### src/sv/htc_pkg.sv
// htc_pkg: shared types and fixed constants of the heater thermostat controller.
// No dependencies; compiled first.
package htc_pkg;

    typedef enum logic [1:0] {
        MODE_OFF = 2'd0,
        MODE_OP  = 2'd1,
        MODE_SET = 2'd2
    } mode_t;

    // configuration register file
    localparam int          ADDR_W    = 5;
    localparam logic [2:0]  REG_HYST  = 3'd0;
    localparam logic [2:0]  REG_STEP  = 3'd1;
    localparam logic [2:0]  REG_MIN   = 3'd2;
    localparam logic [2:0]  REG_MAX   = 3'd3;
    localparam logic [2:0]  REG_TOUT  = 3'd4;

    localparam logic [4:0]  HYST_RST  = 5'd5;
    localparam logic [4:0]  STEP_RST  = 5'd5;
    localparam logic [7:0]  MIN_RST   = 8'd35;
    localparam logic [7:0]  MAX_RST   = 8'd75;
    localparam logic [15:0] TOUT_RST  = 16'd1000;

    typedef struct packed {
        logic [4:0]  hysteresis;
        logic [4:0]  set_step;
        logic [7:0]  set_min;
        logic [7:0]  set_max;
        logic [15:0] set_timeout;
    } cfg_t;

    // controller constants
    localparam logic [7:0]  SETPOINT_RST = 8'd60;
    localparam int          DIGIT_W      = 4;
    localparam logic [3:0]  DIGIT_LAST   = 4'd9;   // digit phase runs 0..9
    localparam logic [3:0]  DIGIT_TENS   = 4'd5;
    localparam logic [3:0]  DIGIT_ONES   = 4'd0;
    localparam int          IDLE_W       = 17;
    localparam logic [16:0] IDLE_TOP     = 17'h1FFFF;

    // drive level bits
    localparam int DRV_HEATER = 0;
    localparam int DRV_COOLER = 1;
    localparam int DRV_LED    = 2;

endpackage

### src/sv/htc_if.sv
// htc_if: valid/ready stream interfaces for tick items and result items.
// Depends on nothing; compiled after htc_pkg.
interface htc_in_if;
    logic       valid;
    logic       ready;
    logic       onoff_pressed;
    logic       up_pressed;
    logic       down_pressed;
    logic [7:0] temp_reading;

    modport source (output valid, onoff_pressed, up_pressed, down_pressed, temp_reading,
                    input ready);
    modport sink   (input valid, onoff_pressed, up_pressed, down_pressed, temp_reading,
                    output ready);
endinterface

interface htc_out_if;
    logic       valid;
    logic       ready;
    logic       heater_on;
    logic       cooler_on;
    logic       hot_led;
    logic       blink_pin;
    logic       disp_write;
    logic       disp_position;
    logic [4:0] disp_value;
    logic       disp_blank;
    logic [1:0] mode_now;

    modport source (output valid, heater_on, cooler_on, hot_led, blink_pin, disp_write,
                           disp_position, disp_value, disp_blank, mode_now,
                    input ready);
    modport sink   (input valid, heater_on, cooler_on, hot_led, blink_pin, disp_write,
                          disp_position, disp_value, disp_blank, mode_now,
                    output ready);
endinterface

### src/sv/htc_regs.sv
// htc_regs: APB-style configuration registers of the thermostat controller.
// Depends on htc_pkg (cfg_t, register indexes, reset values).
module htc_regs
(
    input  logic                      clk,
    input  logic                      rst_n,
    input  logic                      psel,
    input  logic                      penable,
    input  logic                      pwrite,
    input  logic [htc_pkg::ADDR_W-1:0] paddr,
    input  logic [31:0]               pwdata,
    output logic [31:0]               prdata,
    output logic                      pready,
    output htc_pkg::cfg_t             cfg
);

    htc_pkg::cfg_t cfg_reg;
    htc_pkg::cfg_t cfg_next;
    logic          wr_en;
    logic [2:0]    reg_idx;

    assign pready  = 1'b1;
    assign reg_idx = paddr[4:2];
    assign wr_en   = psel && penable && pwrite;
    assign cfg     = cfg_reg;

    always_comb
    begin
        cfg_next = cfg_reg;
        if (wr_en)
        begin
            case (reg_idx)
                htc_pkg::REG_HYST: cfg_next.hysteresis  = pwdata[4:0];
                htc_pkg::REG_STEP: cfg_next.set_step    = pwdata[4:0];
                htc_pkg::REG_MIN:  cfg_next.set_min     = pwdata[7:0];
                htc_pkg::REG_MAX:  cfg_next.set_max     = pwdata[7:0];
                htc_pkg::REG_TOUT: cfg_next.set_timeout = pwdata[15:0];
                default:           cfg_next = cfg_reg;
            endcase
        end
    end

    always_comb
    begin
        case (reg_idx)
            htc_pkg::REG_HYST: prdata = {27'd0, cfg_reg.hysteresis};
            htc_pkg::REG_STEP: prdata = {27'd0, cfg_reg.set_step};
            htc_pkg::REG_MIN:  prdata = {24'd0, cfg_reg.set_min};
            htc_pkg::REG_MAX:  prdata = {24'd0, cfg_reg.set_max};
            htc_pkg::REG_TOUT: prdata = {16'd0, cfg_reg.set_timeout};
            default:           prdata = 32'd0;
        endcase
    end

    always_ff @(posedge clk or negedge rst_n)
    begin
        if (!rst_n)
        begin
            cfg_reg.hysteresis  <= htc_pkg::HYST_RST;
            cfg_reg.set_step    <= htc_pkg::STEP_RST;
            cfg_reg.set_min     <= htc_pkg::MIN_RST;
            cfg_reg.set_max     <= htc_pkg::MAX_RST;
            cfg_reg.set_timeout <= htc_pkg::TOUT_RST;
        end
        else
        begin
            cfg_reg <= cfg_next;
        end
    end

endmodule

### src/sv/htc_avg.sv
// htc_avg: moving-average window of temperature samples, running sum and
// constant-reciprocal divide. No package dependency.
module htc_avg
#(
    parameter int WINDOW_LEN = 10
)
(
    input  logic       clk,
    input  logic       rst_n,
    input  logic       push,      // sample enters the window this tick
    input  logic [7:0] temp,
    output logic [7:0] avg_now    // average after this tick's sample
);

    localparam int SUM_W  = $clog2(WINDOW_LEN * 255 + 1);
    localparam int DIV_SH = SUM_W + $clog2(WINDOW_LEN);
    localparam int PROD_W = SUM_W + DIV_SH;
    // round-up reciprocal, exact for every sum below 2**SUM_W
    localparam logic [DIV_SH-1:0] DIV_MUL = DIV_SH'((1 << DIV_SH) / WINDOW_LEN + 1);

    logic [7:0]        win_reg [WINDOW_LEN];
    logic [SUM_W-1:0]  sum_reg;
    logic [SUM_W-1:0]  sum_next;
    logic [7:0]        avg_reg;
    logic [PROD_W-1:0] prod;
    logic [7:0]        quot;

    assign sum_next = sum_reg - SUM_W'(win_reg[0]) + SUM_W'(temp);
    assign prod     = PROD_W'(sum_next) * PROD_W'(DIV_MUL);
    assign quot     = prod[DIV_SH +: 8];
    assign avg_now  = push ? quot : avg_reg;

    always_ff @(posedge clk or negedge rst_n)
    begin
        if (!rst_n)
        begin
            for (int i = 0; i < WINDOW_LEN; i++)
            begin
                win_reg[i] <= 8'd0;
            end
            sum_reg <= '0;
            avg_reg <= 8'd0;
        end
        else if (push)
        begin
            for (int i = 0; i < WINDOW_LEN - 1; i++)
            begin
                win_reg[i] <= win_reg[i + 1];
            end
            win_reg[WINDOW_LEN - 1] <= temp;
            sum_reg <= sum_next;
            avg_reg <= quot;
        end
    end

endmodule

### src/sv/heater_thermostat_controller.sv
// heater_thermostat_controller: top level, tick processing, mode rules, result register.
// Depends on htc_pkg, htc_if (htc_in_if, htc_out_if), htc_regs and htc_avg.
//
//   port      kind          role     carries
//   in_ch     htc_in_if     sink     one tick: button presses and temperature reading
//   out_ch    htc_out_if    source   one result per tick: drives, blink, digit write, mode
//   psel..    APB           slave    configuration registers, 32-bit data
//
// One tick transaction is taken per clock while in_ch.ready is high; its result appears
// in the result register the cycle after acceptance, computed in a single pass from the
// state registers through the window sum, divide and mode rules to the result register.
// in_ch.ready is low only while a result is held and out_ch.ready is low.
// Async reset (rst_n) sets all but the result payload at once; no clearing pass is needed.
module heater_thermostat_controller
#(
    parameter int WINDOW_LEN      = 10,
    parameter int SAMPLE_INTERVAL = 20,
    parameter int BLINK_PERIOD    = 200
)
(
    input  logic                       clk,
    input  logic                       rst_n,
    input  logic                       psel,
    input  logic                       penable,
    input  logic                       pwrite,
    input  logic [htc_pkg::ADDR_W-1:0] paddr,
    input  logic [31:0]                pwdata,
    output logic [31:0]                prdata,
    output logic                       pready,
    htc_in_if.sink                     in_ch,
    htc_out_if.source                  out_ch
);

    localparam int PH_W = $clog2(BLINK_PERIOD);
    localparam int SP_W = (SAMPLE_INTERVAL > 1) ? $clog2(SAMPLE_INTERVAL) : 1;
    localparam logic [PH_W-1:0] PH_LAST = PH_W'(BLINK_PERIOD - 1);
    localparam logic [PH_W-1:0] PH_HALF = PH_W'(BLINK_PERIOD / 2);
    localparam logic [SP_W-1:0] SP_LAST = SP_W'(SAMPLE_INTERVAL - 1);

    typedef struct packed {
        logic       heater_on;
        logic       cooler_on;
        logic       hot_led;
        logic       blink_pin;
        logic       disp_write;
        logic       disp_position;
        logic [4:0] disp_value;
        logic       disp_blank;
        logic [1:0] mode_now;
    } res_t;

    // configuration
    htc_pkg::cfg_t cfg;

    // handshake
    logic in_acc;
    logic out_valid_reg;
    res_t res_reg;
    res_t res_next;

    // controller state
    htc_pkg::mode_t              mode_reg, mode_next;
    logic [7:0]                  setpoint_reg, setpoint_next;
    logic [PH_W-1:0]             phase_reg, phase_next;
    logic [htc_pkg::DIGIT_W-1:0] digit_reg, digit_next;
    logic [SP_W-1:0]             sample_reg, sample_next;
    logic [htc_pkg::IDLE_W-1:0]  timer_reg, timer_next;
    logic                        heating_reg, heating_next;
    logic [2:0]                  drive_reg, drive_next;
    logic                        blink_reg, blink_next;

    logic       push;
    logic [7:0] avg_now;

    htc_regs u_regs
    (
        .clk     (clk),
        .rst_n   (rst_n),
        .psel    (psel),
        .penable (penable),
        .pwrite  (pwrite),
        .paddr   (paddr),
        .pwdata  (pwdata),
        .prdata  (prdata),
        .pready  (pready),
        .cfg     (cfg)
    );

    // free-running tick counters
    assign phase_next  = (phase_reg == PH_LAST) ? '0 : phase_reg + 1'b1;
    assign digit_next  = (digit_reg == htc_pkg::DIGIT_LAST) ? '0 : digit_reg + 1'b1;
    assign sample_next = (sample_reg == SP_LAST) ? '0 : sample_reg + 1'b1;
    assign blink_next  = blink_reg ^ ((phase_next == '0) && heating_reg);
    assign push        = in_acc && (sample_next == '0);

    htc_avg #(.WINDOW_LEN(WINDOW_LEN)) u_avg
    (
        .clk     (clk),
        .rst_n   (rst_n),
        .push    (push),
        .temp    (in_ch.temp_reading),
        .avg_now (avg_now)
    );

    // handshake: result register parts the two sides
    assign in_ch.ready = !out_valid_reg || out_ch.ready;
    assign in_acc      = in_ch.valid && in_ch.ready;

    always_comb
    begin
        logic [7:0]  shown;
        logic        show;
        logic [15:0] dig_prod;
        logic [4:0]  tens;
        logic [7:0]  ones;
        logic [7:0]  sp_dn;
        logic [8:0]  sp_up;

        mode_next     = mode_reg;
        setpoint_next = setpoint_reg;
        timer_next    = timer_reg;
        heating_next  = heating_reg;
        drive_next    = drive_reg;
        res_next      = '0;
        sp_dn         = setpoint_reg;
        sp_up         = '0;

        // display digits: temperature in operate, setpoint in set
        shown = in_ch.temp_reading;
        show  = 1'b1;
        if (mode_reg == htc_pkg::MODE_SET)
        begin
            shown = setpoint_reg;
            show  = phase_next < PH_HALF;
            if (timer_reg != htc_pkg::IDLE_TOP)
            begin
                timer_next = timer_reg + 1'b1;
            end
        end
        // divide by ten via reciprocal, exact for 8-bit values
        dig_prod = 16'(shown) * 16'd205;
        tens     = dig_prod[15:11];
        ones     = shown - {tens, 3'b000} - {2'b00, tens, 1'b0};

        if (mode_reg != htc_pkg::MODE_OFF && show)
        begin
            if (digit_next == htc_pkg::DIGIT_TENS)
            begin
                res_next.disp_write    = 1'b1;
                res_next.disp_position = 1'b0;
                res_next.disp_value    = tens;
            end
            else if (digit_next == htc_pkg::DIGIT_ONES)
            begin
                res_next.disp_write    = 1'b1;
                res_next.disp_position = 1'b1;
                res_next.disp_value    = {1'b0, ones[3:0]};
            end
        end
        res_next.disp_blank = (mode_reg == htc_pkg::MODE_SET) && !show;

        case (mode_reg)
            htc_pkg::MODE_OFF:
            begin
                drive_next = 3'b000;
                if (in_ch.onoff_pressed)
                begin
                    mode_next = htc_pkg::MODE_OP;
                end
            end
            htc_pkg::MODE_OP:
            begin
                if (in_ch.onoff_pressed)
                begin
                    mode_next    = htc_pkg::MODE_OFF;
                    heating_next = 1'b0;
                end
                if (in_ch.up_pressed || in_ch.down_pressed)
                begin
                    mode_next    = htc_pkg::MODE_SET;
                    timer_next   = '0;
                    heating_next = 1'b0;
                end
                // hysteresis still runs in the tick that leaves operate
                if (9'(avg_now) > 9'(setpoint_reg) + 9'(cfg.hysteresis))
                begin
                    drive_next[htc_pkg::DRV_HEATER] = 1'b0;
                    drive_next[htc_pkg::DRV_COOLER] = 1'b1;
                    drive_next[htc_pkg::DRV_LED]    = 1'b1;
                    heating_next = 1'b0;
                end
                if (9'(avg_now) + 9'(cfg.hysteresis) < 9'(setpoint_reg))
                begin
                    drive_next[htc_pkg::DRV_COOLER] = 1'b0;
                    drive_next[htc_pkg::DRV_HEATER] = 1'b1;
                    heating_next = 1'b1;
                end
            end
            htc_pkg::MODE_SET:
            begin
                drive_next = 3'b000;
                if (in_ch.onoff_pressed)
                begin
                    mode_next = htc_pkg::MODE_OFF;
                end
                // down first, then up; each clamped without wrap
                sp_dn = setpoint_reg;
                if (in_ch.down_pressed)
                begin
                    if (9'(setpoint_reg) < 9'(cfg.set_min) + 9'(cfg.set_step))
                    begin
                        sp_dn = cfg.set_min;
                    end
                    else
                    begin
                        sp_dn = setpoint_reg - 8'(cfg.set_step);
                    end
                    timer_next = '0;
                end
                sp_up         = 9'(sp_dn) + 9'(cfg.set_step);
                setpoint_next = sp_dn;
                if (in_ch.up_pressed)
                begin
                    setpoint_next = (sp_up > 9'(cfg.set_max)) ? cfg.set_max : sp_up[7:0];
                    timer_next    = '0;
                end
                // timeout wins over an on/off press
                if (timer_next > 17'(cfg.set_timeout))
                begin
                    timer_next = '0;
                    mode_next  = htc_pkg::MODE_OP;
                end
            end
            default:
            begin
                mode_next = htc_pkg::MODE_OFF;
            end
        endcase

        res_next.heater_on  = drive_next[htc_pkg::DRV_HEATER];
        res_next.cooler_on  = drive_next[htc_pkg::DRV_COOLER];
        res_next.hot_led    = drive_next[htc_pkg::DRV_LED];
        res_next.blink_pin  = blink_next;
        res_next.mode_now   = mode_next;
        if (mode_next == htc_pkg::MODE_OFF)
        begin
            res_next.disp_blank = 1'b1;
        end
    end

    always_ff @(posedge clk or negedge rst_n)
    begin
        if (!rst_n)
        begin
            mode_reg      <= htc_pkg::MODE_OFF;
            setpoint_reg  <= htc_pkg::SETPOINT_RST;
            phase_reg     <= '0;
            digit_reg     <= '0;
            sample_reg    <= '0;
            timer_reg     <= '0;
            heating_reg   <= 1'b0;
            drive_reg     <= 3'b000;
            blink_reg     <= 1'b0;
            out_valid_reg <= 1'b0;
        end
        else
        begin
            if (in_acc)
            begin
                mode_reg      <= mode_next;
                setpoint_reg  <= setpoint_next;
                phase_reg     <= phase_next;
                digit_reg     <= digit_next;
                sample_reg    <= sample_next;
                timer_reg     <= timer_next;
                heating_reg   <= heating_next;
                drive_reg     <= drive_next;
                blink_reg     <= blink_next;
                out_valid_reg <= 1'b1;
            end
            else if (out_ch.ready)
            begin
                out_valid_reg <= 1'b0;
            end
        end
    end

    // result payload, no reset needed
    always_ff @(posedge clk)
    begin
        if (in_acc)
        begin
            res_reg <= res_next;
        end
    end

    assign out_ch.valid         = out_valid_reg;
    assign out_ch.heater_on     = res_reg.heater_on;
    assign out_ch.cooler_on     = res_reg.cooler_on;
    assign out_ch.hot_led       = res_reg.hot_led;
    assign out_ch.blink_pin     = res_reg.blink_pin;
    assign out_ch.disp_write    = res_reg.disp_write;
    assign out_ch.disp_position = res_reg.disp_position;
    assign out_ch.disp_value    = res_reg.disp_value;
    assign out_ch.disp_blank    = res_reg.disp_blank;
    assign out_ch.mode_now      = res_reg.mode_now;

`ifndef SYNTH
    a_setpoint_hold: assert property (@(posedge clk) disable iff (!rst_n)
        !in_acc |=> $stable(setpoint_reg))
        else $error("setpoint changed without a tick transaction");

    a_drive_exclusive: assert property (@(posedge clk) disable iff (!rst_n)
        !(drive_reg[htc_pkg::DRV_HEATER] && drive_reg[htc_pkg::DRV_COOLER]))
        else $error("heater and cooler driven together");

    a_result_after_accept: assert property (@(posedge clk) disable iff (!rst_n)
        in_acc |=> out_valid_reg && (res_reg.mode_now == mode_reg))
        else $error("result register out of step with state");

    a_off_blank: assert property (@(posedge clk) disable iff (!rst_n)
        out_valid_reg && (res_reg.mode_now == htc_pkg::MODE_OFF) |-> res_reg.disp_blank)
        else $error("display not blanked in off mode");
`endif

endmodule
### src/flat_wrapper.sv
// flat-port wrapper written by rule: the top's interface ports become plain ports
module heater_thermostat_controller_flat 
#(
    parameter int WINDOW_LEN      = 10,
    parameter int SAMPLE_INTERVAL = 20,
    parameter int BLINK_PERIOD    = 200
)
  (clk, rst_n, psel, penable, pwrite, paddr, pwdata, prdata, pready, in_ch_valid, in_ch_onoff_pressed, in_ch_up_pressed, in_ch_down_pressed, in_ch_temp_reading, in_ch_ready, out_ch_valid, out_ch_heater_on, out_ch_cooler_on, out_ch_hot_led, out_ch_blink_pin, out_ch_disp_write, out_ch_disp_position, out_ch_disp_value, out_ch_disp_blank, out_ch_mode_now, out_ch_ready);
  htc_in_if in_ch_i ();
  htc_out_if out_ch_i ();
  input  logic clk;
  input  logic rst_n;
  input  logic psel;
  input  logic penable;
  input  logic pwrite;
  input  logic [htc_pkg::ADDR_W-1:0] paddr;
  input  logic [31:0] pwdata;
  output logic [31:0] prdata;
  output logic pready;
  input wire logic [$bits(in_ch_i.valid)-1:0] in_ch_valid;
  input wire logic [$bits(in_ch_i.onoff_pressed)-1:0] in_ch_onoff_pressed;
  input wire logic [$bits(in_ch_i.up_pressed)-1:0] in_ch_up_pressed;
  input wire logic [$bits(in_ch_i.down_pressed)-1:0] in_ch_down_pressed;
  input wire logic [$bits(in_ch_i.temp_reading)-1:0] in_ch_temp_reading;
  output wire logic [$bits(in_ch_i.ready)-1:0] in_ch_ready;
  output wire logic [$bits(out_ch_i.valid)-1:0] out_ch_valid;
  output wire logic [$bits(out_ch_i.heater_on)-1:0] out_ch_heater_on;
  output wire logic [$bits(out_ch_i.cooler_on)-1:0] out_ch_cooler_on;
  output wire logic [$bits(out_ch_i.hot_led)-1:0] out_ch_hot_led;
  output wire logic [$bits(out_ch_i.blink_pin)-1:0] out_ch_blink_pin;
  output wire logic [$bits(out_ch_i.disp_write)-1:0] out_ch_disp_write;
  output wire logic [$bits(out_ch_i.disp_position)-1:0] out_ch_disp_position;
  output wire logic [$bits(out_ch_i.disp_value)-1:0] out_ch_disp_value;
  output wire logic [$bits(out_ch_i.disp_blank)-1:0] out_ch_disp_blank;
  output wire logic [$bits(out_ch_i.mode_now)-1:0] out_ch_mode_now;
  input wire logic [$bits(out_ch_i.ready)-1:0] out_ch_ready;
  assign in_ch_i.valid = in_ch_valid;
  assign in_ch_i.onoff_pressed = in_ch_onoff_pressed;
  assign in_ch_i.up_pressed = in_ch_up_pressed;
  assign in_ch_i.down_pressed = in_ch_down_pressed;
  assign in_ch_i.temp_reading = in_ch_temp_reading;
  assign in_ch_ready = in_ch_i.ready;
  assign out_ch_valid = out_ch_i.valid;
  assign out_ch_heater_on = out_ch_i.heater_on;
  assign out_ch_cooler_on = out_ch_i.cooler_on;
  assign out_ch_hot_led = out_ch_i.hot_led;
  assign out_ch_blink_pin = out_ch_i.blink_pin;
  assign out_ch_disp_write = out_ch_i.disp_write;
  assign out_ch_disp_position = out_ch_i.disp_position;
  assign out_ch_disp_value = out_ch_i.disp_value;
  assign out_ch_disp_blank = out_ch_i.disp_blank;
  assign out_ch_mode_now = out_ch_i.mode_now;
  assign out_ch_i.ready = out_ch_ready;
  heater_thermostat_controller #(.WINDOW_LEN(WINDOW_LEN), .SAMPLE_INTERVAL(SAMPLE_INTERVAL), .BLINK_PERIOD(BLINK_PERIOD)) u_core (.clk(clk), .rst_n(rst_n), .psel(psel), .penable(penable), .pwrite(pwrite), .paddr(paddr), .pwdata(pwdata), .prdata(prdata), .pready(pready), .in_ch(in_ch_i), .out_ch(out_ch_i));
endmodule
### config.mk
export PLATFORM = sky130hd
export DESIGN_NAME = heater_thermostat_controller_flat
export DESIGN_NICKNAME = d
export VERILOG_FILES = /design/src/sv/htc_pkg.sv /design/src/sv/htc_if.sv /design/src/sv/htc_regs.sv /design/src/sv/htc_avg.sv /design/src/sv/heater_thermostat_controller.sv /design/src/flat_wrapper.sv
export SDC_FILE = /design/constraint.sdc
export NUM_CORES = 1
export LEC_CHECK = 0
export ABC_CLOCK_PERIOD_IN_PS = 17700
export BUFFER_PORTS_ARGS = -buffer_cell sky130_fd_sc_hd__buf_4
export CAP_MARGIN = 5
export CORE_MARGIN = 5
export CORE_UTILIZATION = 50
export CTS_CLUSTER_DIAMETER = 50
export CTS_CLUSTER_SIZE = 10
export DETAILED_ROUTE_END_ITERATION = 16
export PLACE_DENSITY = 0.67
export REMOVE_ABC_BUFFERS = 1
export SYNTH_ARGS = -nofsm -noshare
export SYNTH_HDL_FRONTEND = slang
export SYNTH_SLANG_ARGS = --single-unit
### constraint.sdc
create_clock -name clk -period 17.7 [get_ports clk]
set_input_delay 3.54 -clock clk [delete_from_list [all_inputs] [get_ports clk]]
set_output_delay 3.54 -clock clk [all_outputs]
set_load 0.05 [all_outputs]
==> results of run 1 <==
cells by family (layout without fill, tap and decap cells):
group	count (synthesis)	after routing
DFF	206	206
xor gates and xnor gates	82	82
and+or+nand+nor	599	599
other	2	17
muxes	54	54
adders and majority gates	276	276
buffers and inverters	314	374
AOI/OAI and AO/OA	314	314
worst paths after layout:
check	endpoint	slack, ps
worst max-delay path	u_core.out_ch.cooler_on$_DFFE_PP_	4790
worst min-delay path	u_core.u_avg.win_reg[56]$_DFFE_PN0P_	460
worst max register to register	u_core.out_ch.cooler_on$_DFFE_PP_	7590
worst min register to register	u_core.u_avg.win_reg[56]$_DFFE_PN0P_	460
max in group asynchronous	u_core.u_avg.avg_reg[7]$_DFF_PN0_	13160
min in group asynchronous	u_core.u_avg.sum_reg[1]$_DFFE_PN0P_	3150
cells in the mapped netlist (3+ instances only):
cell type	count
a211o_1	4
a211oi_1	7
a21boi_0	8
a21o_1	29
a21oi_1	65
a22oi_1	7
a31oi_1	10
and2_1	19
and3_1	12
buf_1	4
buf_4	17
clkbuf_1	50
dfrtp_1	171
dfstp_2	21
edfxtp_1	14
fa_1	60
ha_1	216
inv_1	242
mux2_2	27
mux2i_1	25
nand2_1	348
nand2b_1	14
nand3_1	26
nand4_1	17
nor2_1	82
nor2b_1	14
nor3_1	21
nor3b_1	7
nor4_1	6
o211ai_1	13
o21a_1	10
o21ai_0	99
o21ai_1	3
o21bai_1	7
o22ai_1	8
o31ai_1	10
or2_2	9
or3_1	8
or4_1	4
xnor2_1	58
xor2_1	23
per-layer routing:
layer	global-route usage, %	up-vias	wire length (microns)
li1	-	6271	-
met1	27.3	6090	16800
met2	34.3	218	17100
met3	2.99	47	1460
met4	4.34	0	697
met5	0	-	0
cell usage in the layout, fill, tap and decap left out, drive strengths merged, types with 9 or more instances in the layout:
cell / count
dfstp: 21
nand2b: 14
mux2: 27
edfxtp: 14
o31ai: 10
nand3: 26
a21o: 29
clkbuf: 40
ha: 216
o21a: 10
a31oi: 10
nand2: 348
inv: 247
conb: 17
xnor2: 58
o21ai: 103
buf: 76
and3: 12
a21oi: 65
dfrtp: 171
mux2i: 25
nor3: 21
nand4: 17
fa: 60
o211ai: 13
or2: 9
xor2: 23
and2: 19
nor2: 82
nor2b: 14
per-stage QoR:
step / hold WS [ps] / utilization, % / std cells / area, sq um / setup WS, ps
3_5_place_dp: 448 / 53.2 / 2310 / 17300 / 4280
3_3_place_gp: 447 / 53.2 / 2310 / 17300 / 4410
5_1_grt: 476 / 56.3 / 2364 / 18300 / 4160
2_1_floorplan: 439 / - / 1791 / 16100 / 5400
4_1_cts: 461 / 56.3 / 2364 / 18300 / 4840
6_report: 461 / 56.3 / 2364 / 18300 / 4790
layout make-up:
class | count | area (sq um)
clock buffer | 39 | 847
clock inverter | 15 | 171
fill | 2865 | 14200
inverter | 243 | 912
multi-input combinational | 1342 | 9970
sequential | 206 | 5250
tap | 442 | 553
timing repair buffer | 77 | 584
critical path, delay by kind of cell:
| kind | cells | cell delay (ps) |
|---|---|---|
| adders and majority gates | 10 | 4280 |
| AOI/OAI and AO/OA | 17 | 3460 |
| xor gates and xnor gates | 3 | 880 |
| and+or+nand+nor | 4 | 620 |
| buffers and inverters | 6 | 420 |
==> metrics.txt, run 1 <==
Worst Setup SP in_ch_temp_reading[1]; first-pass GRT wire length 61.5 mm; Die Height 191 microns; initial core utilization 50.5%; post-DR wirelength/cell 15.2 microns; number of flops mapped to enable cells by yosys 14; main combinational cell family by area after synthesis adder cells; I/O pins 104; insertion delay to the later sink of the worst-skew pair 560 ps; die width 191 microns; post-route ant nets 0; Worst Path Arrival 13200 ps; synth warn 0; initial DRC count 727; area leader, netlist dfrtp_1; Max Clock Freq 0.0774 GHz; min cycle time layout 12910 ps; multiplexer share of the synthesized area 3.66%; Synth Area in Compound Gates 12.2%; Crit path required time 17990 ps; Clk pin slew, worst setup/hold paths 60 ps; max_slew headroom 29.3%; largest net degree at the start of global routing 124; Worst Hold Class reg -> reg; dpl hpwl 27.3 mm; vias per inst 5.34; Remaining DRCs 0; Min-Delay Path Depth 2; max reg flops 80; Yosys reg bits 206; I/O Buffers 68; R2R cell count 39; CP Capture Type register; reg-to-reg startpoint u_core.u_avg.sum_reg[1]$_DFFE_PN0P_; diode count 0; fraction of final layout cells sized beyond drive strength 1 10.0%; critical path fanouts, max 6; nets 2232; most common flop cell mapped by yosys dfrtp_1; H-tree depth 1; CP peak stage delay 580 ps; full die area 0.0365 sq mm; area share of the largest cell type after synthesis 26.1%; fin crit share 73.0%; WL final 36.0 mm; Synth area leaders dfrtp_1 26%, ha_1 16%, nand2_1 8.0%; slowest CP cell xnor2_1; Clock Path Buffers 3; All-Layer GR Usage 20.1%; Async SR Flop Fraction 93.2%; via count 12600; Setup-failing EPs final 0; HP Start u_core.u_avg.win_reg[48]$_DFFE_PN0P_; max cap viols 0; Area growth syn-to-layout 11.6%; status complete, no violations; WS Path Type in -> reg; Netlist cell types 77; XOR/XNOR Fraction of Synth Area 4.47%; cts hold-fix bufs 0; vias in the first global route 12800; RD Place Congestion 0.868; setup_tns 0 ps; unrepaired setup endpoints after global routing no; CORE AREA 0.0325 sq mm; Syn Inst Count 1847; Least-Margin Pin Slew 1060 ps; max-slew violations 0; GRT overflow 0; number of gates resized after cts 0; Startpoint Class input port; Post-Syn Area 0.0164 sq mm; Syn Area/Cell 8.87 sq um; Site Rows 66; Synth Area in Simple Gates 16.2%; clock tree root buffer cell clkbuf_16; Fin. Hold Viols 0; initial antenna violation count 1; clock skew 26.1 ps; post-synthesis adder-cell area fraction 23.8%; # Post-CTS Setup Buffers 0; First-pass DRT Iterations 5; share of the yosys chip area belonging to registers 32.0%; Num CTS Buffers 31; # clock sinks 206; CTS tree built
Power of run 1 is not shown: default switching activity piles up to over one toggle a cycle in this logic, so the estimate is an artifact.
==> run 2: changes to the inputs <==
Settings changed: ABC_CLOCK_PERIOD_IN_PS 17700 to 12900.
Clock period 17.7 ns to 12.9 ns, I/O delays scaled along.
==> run 2 against run 1 <==
Routed wire length grew 0.44%. Global-route usage grew 0.27 points. Register-to-register slack lost 4600 ps. Critical path depth grew 1. First-iteration DRC count shrank 12%. Critical endpoint unchanged. Core utilization is essentially flat. Hold slack lost 0.93 ps. Critical path type unchanged. Clock skew grew 9.5 ps. Highest routed layer unchanged.
==> metrics.txt, run 2 (synthesis gave the netlist of run 1 again) <==
status complete, no violations; slowest CP cell fa_1; Num CTS Buffers 30 (-3.2%); Site Rows 66 (unchanged); clock tree root buffer cell clkbuf_16; initial DRC count 640 (-12%); largest net degree at the start of global routing 87 (-30%); CP peak stage delay 530 ps (-50 ps); Crit path required time 13180 ps (-4810 ps); Clk pin slew, worst setup/hold paths 50 ps (about the same); All-Layer GR Usage 20.4% (+0.27 points); max reg flops 80 (unchanged); diode count 0 (unchanged); vias per inst 5.35 (+0.24%); R2R cell count 40 (+2.6%); worst-case hold path end point u_core.u_avg.win_reg[42]$_DFFE_PN0P_; RD Place Congestion 0.873 (+0.60%); CTS tree built; max_slew headroom 38.5% (+9.3 points); Worst Hold Class reg -> reg; post-DR wirelength/cell 15.3 microns (+0.27%); vias in the first global route 12900 (+0.70%); setup_tns 0 ps (unchanged); dpl hpwl 27.4 mm (+0.34%); R2R setup slack 3020 ps (-4570 ps); unrepaired setup endpoints after global routing no; nets 2236 (+0.18%); most frequent cells in the layout 348 x nand2_1, 242 x inv_1, 216 x ha_1; WS Path Type in -> reg; DP Area 0.0173 sq mm (+0.22%); die width 191 microns (unchanged); Max Clock Freq 0.0853 GHz; Worst Path Arrival 12000 ps (-1200 ps); post-route ant nets 0 (unchanged); Startpoint Class input port; # clock sinks 206 (unchanged); max-slew violations 0 (unchanged); Clock Path Buffers 3 (unchanged); number of gates resized after cts 0 (unchanged); Setup-failing EPs final 0 (unchanged); fraction of final layout cells sized beyond drive strength 1 10.1% (+0.083 points); max cap viols 0 (unchanged); CORE AREA 0.0325 sq mm (unchanged); Min-Delay Path Depth 2 (unchanged); CP Capture Type register; final setup margin 1170 ps (-3610 ps); clock skew 35.5 ps (+9.46 ps); insertion delay to the later sink of the worst-skew pair 560 ps (about the same); WL final 36.2 mm (+0.44%); full die area 0.0365 sq mm (unchanged); critical path fanouts, max 5 (-1); Util after Layout 56.3% (about the same); # Post-CTS Setup Buffers 0 (unchanged); I/O pins 104 (unchanged); Least-Margin Pin Slew 918 ps (-142 ps); reg-to-reg startpoint u_core.u_avg.sum_reg[1]$_DFFE_PN0P_; cts hold-fix bufs 0 (unchanged); initial antenna violation count 0 (-1); setup slack at placement 678 ps (-3600 ps); Bufs and invs on worst path 6 (unchanged); Final Cell Area 0.0183 sq mm (about the same); first-pass GRT wire length 62.4 mm (+1.4%); Fin. Hold Viols 0 (unchanged); Die Height 191 microns (unchanged); commonest non-fill, non-tap cell in the layout nand2_1; Top delay family on crit path adder cells; Remaining DRCs 0 (unchanged); Most common cell on crit path o21ai_0; min cycle time layout 11730 ps; Area growth syn-to-layout 11.6% (about the same); I/O Buffers 68 (unchanged); HP Start u_core.u_avg.win_reg[34]$_DFFE_PN0P_; fin crit share 90.9%; GRT overflow 0 (unchanged); H-tree depth 1 (unchanged); Reg-to-Reg End u_core.out_ch.cooler_on$_DFFE_PP_; First-pass DRT Iterations 5 (unchanged); Filler cells 2911 (+1.6%); initial core utilization 50.5% (unchanged); via count 12700 (+0.41%)
run 2: cell types whose count changed in the layout (fill, tap and decap cells not counted), sizes merged:
cell / previous run / this run
clkbuf: 40 / 44
inv: 247 / 244
clkinvlp: 2 / 3
buf: 76 / 81
bufinv: 3 / 1
clkinv: 6 / 5
run 2: layer usage:
layer  global-route usage [%]  up-vias  part of all wire, %
met4                     4.81        0                  2.4
met2                     34.8      254                   48
met1                     27.6     6103                   46
li1                         -     6261                    -
met5                        0        -                    0
met3                     2.70       60                  4.1
run 2: layout make-up:
class | instances | area [sq um] | share of cell area, %
multi-input combinational | 1342 | 9970 | 54.5
sequential | 206 | 5250 | 28.7
inverter | 243 | 912 | 4.99
clock buffer | 43 | 871 | 4.76
timing repair buffer | 82 | 622 | 3.40
tap | 442 | 553 | 3.03
clock inverter | 10 | 105 | 0.575
run 2: how the worst max path moves through the flow:
stage | startpoint | endpoint | slack, ps | cells past startpoint
4_1_cts | in_ch_temp_reading[1] | u_core.out_ch.cooler_on$_DFFE_PP_ | 1200 | 41
3_3_place_gp | in_ch_temp_reading[1] | u_core.out_ch.cooler_on$_DFFE_PP_ | 880 | 41
3_5_place_dp | in_ch_temp_reading[1] | u_core.out_ch.cooler_on$_DFFE_PP_ | 680 | 41
5_1_grt | in_ch_temp_reading[1] | u_core.out_ch.cooler_on$_DFFE_PP_ | 410 | 41
6_report | in_ch_temp_reading[1] | u_core.out_ch.cooler_on$_DFFE_PP_ | 1170 | 41
2_1_floorplan | in_ch_temp_reading[1] | u_core.out_ch.cooler_on$_DFFE_PP_ | 1560 | 39
run 2: per-stage QoR:
step                      hold slack, ps  std cells
after floorplan                      439       1791
after global placement               447       2315
after detailed placement             450       2315
after CTS                            463       2368
after global routing                 479       2368
final                                460       2368
run 2: tightest hold or removal path, cell delays in order, from the launching register on:
cell     delay, ps
dfrtp_1        330
nand2_1         50
nand2_1         50
Power of run 2 is left out for the same reason.
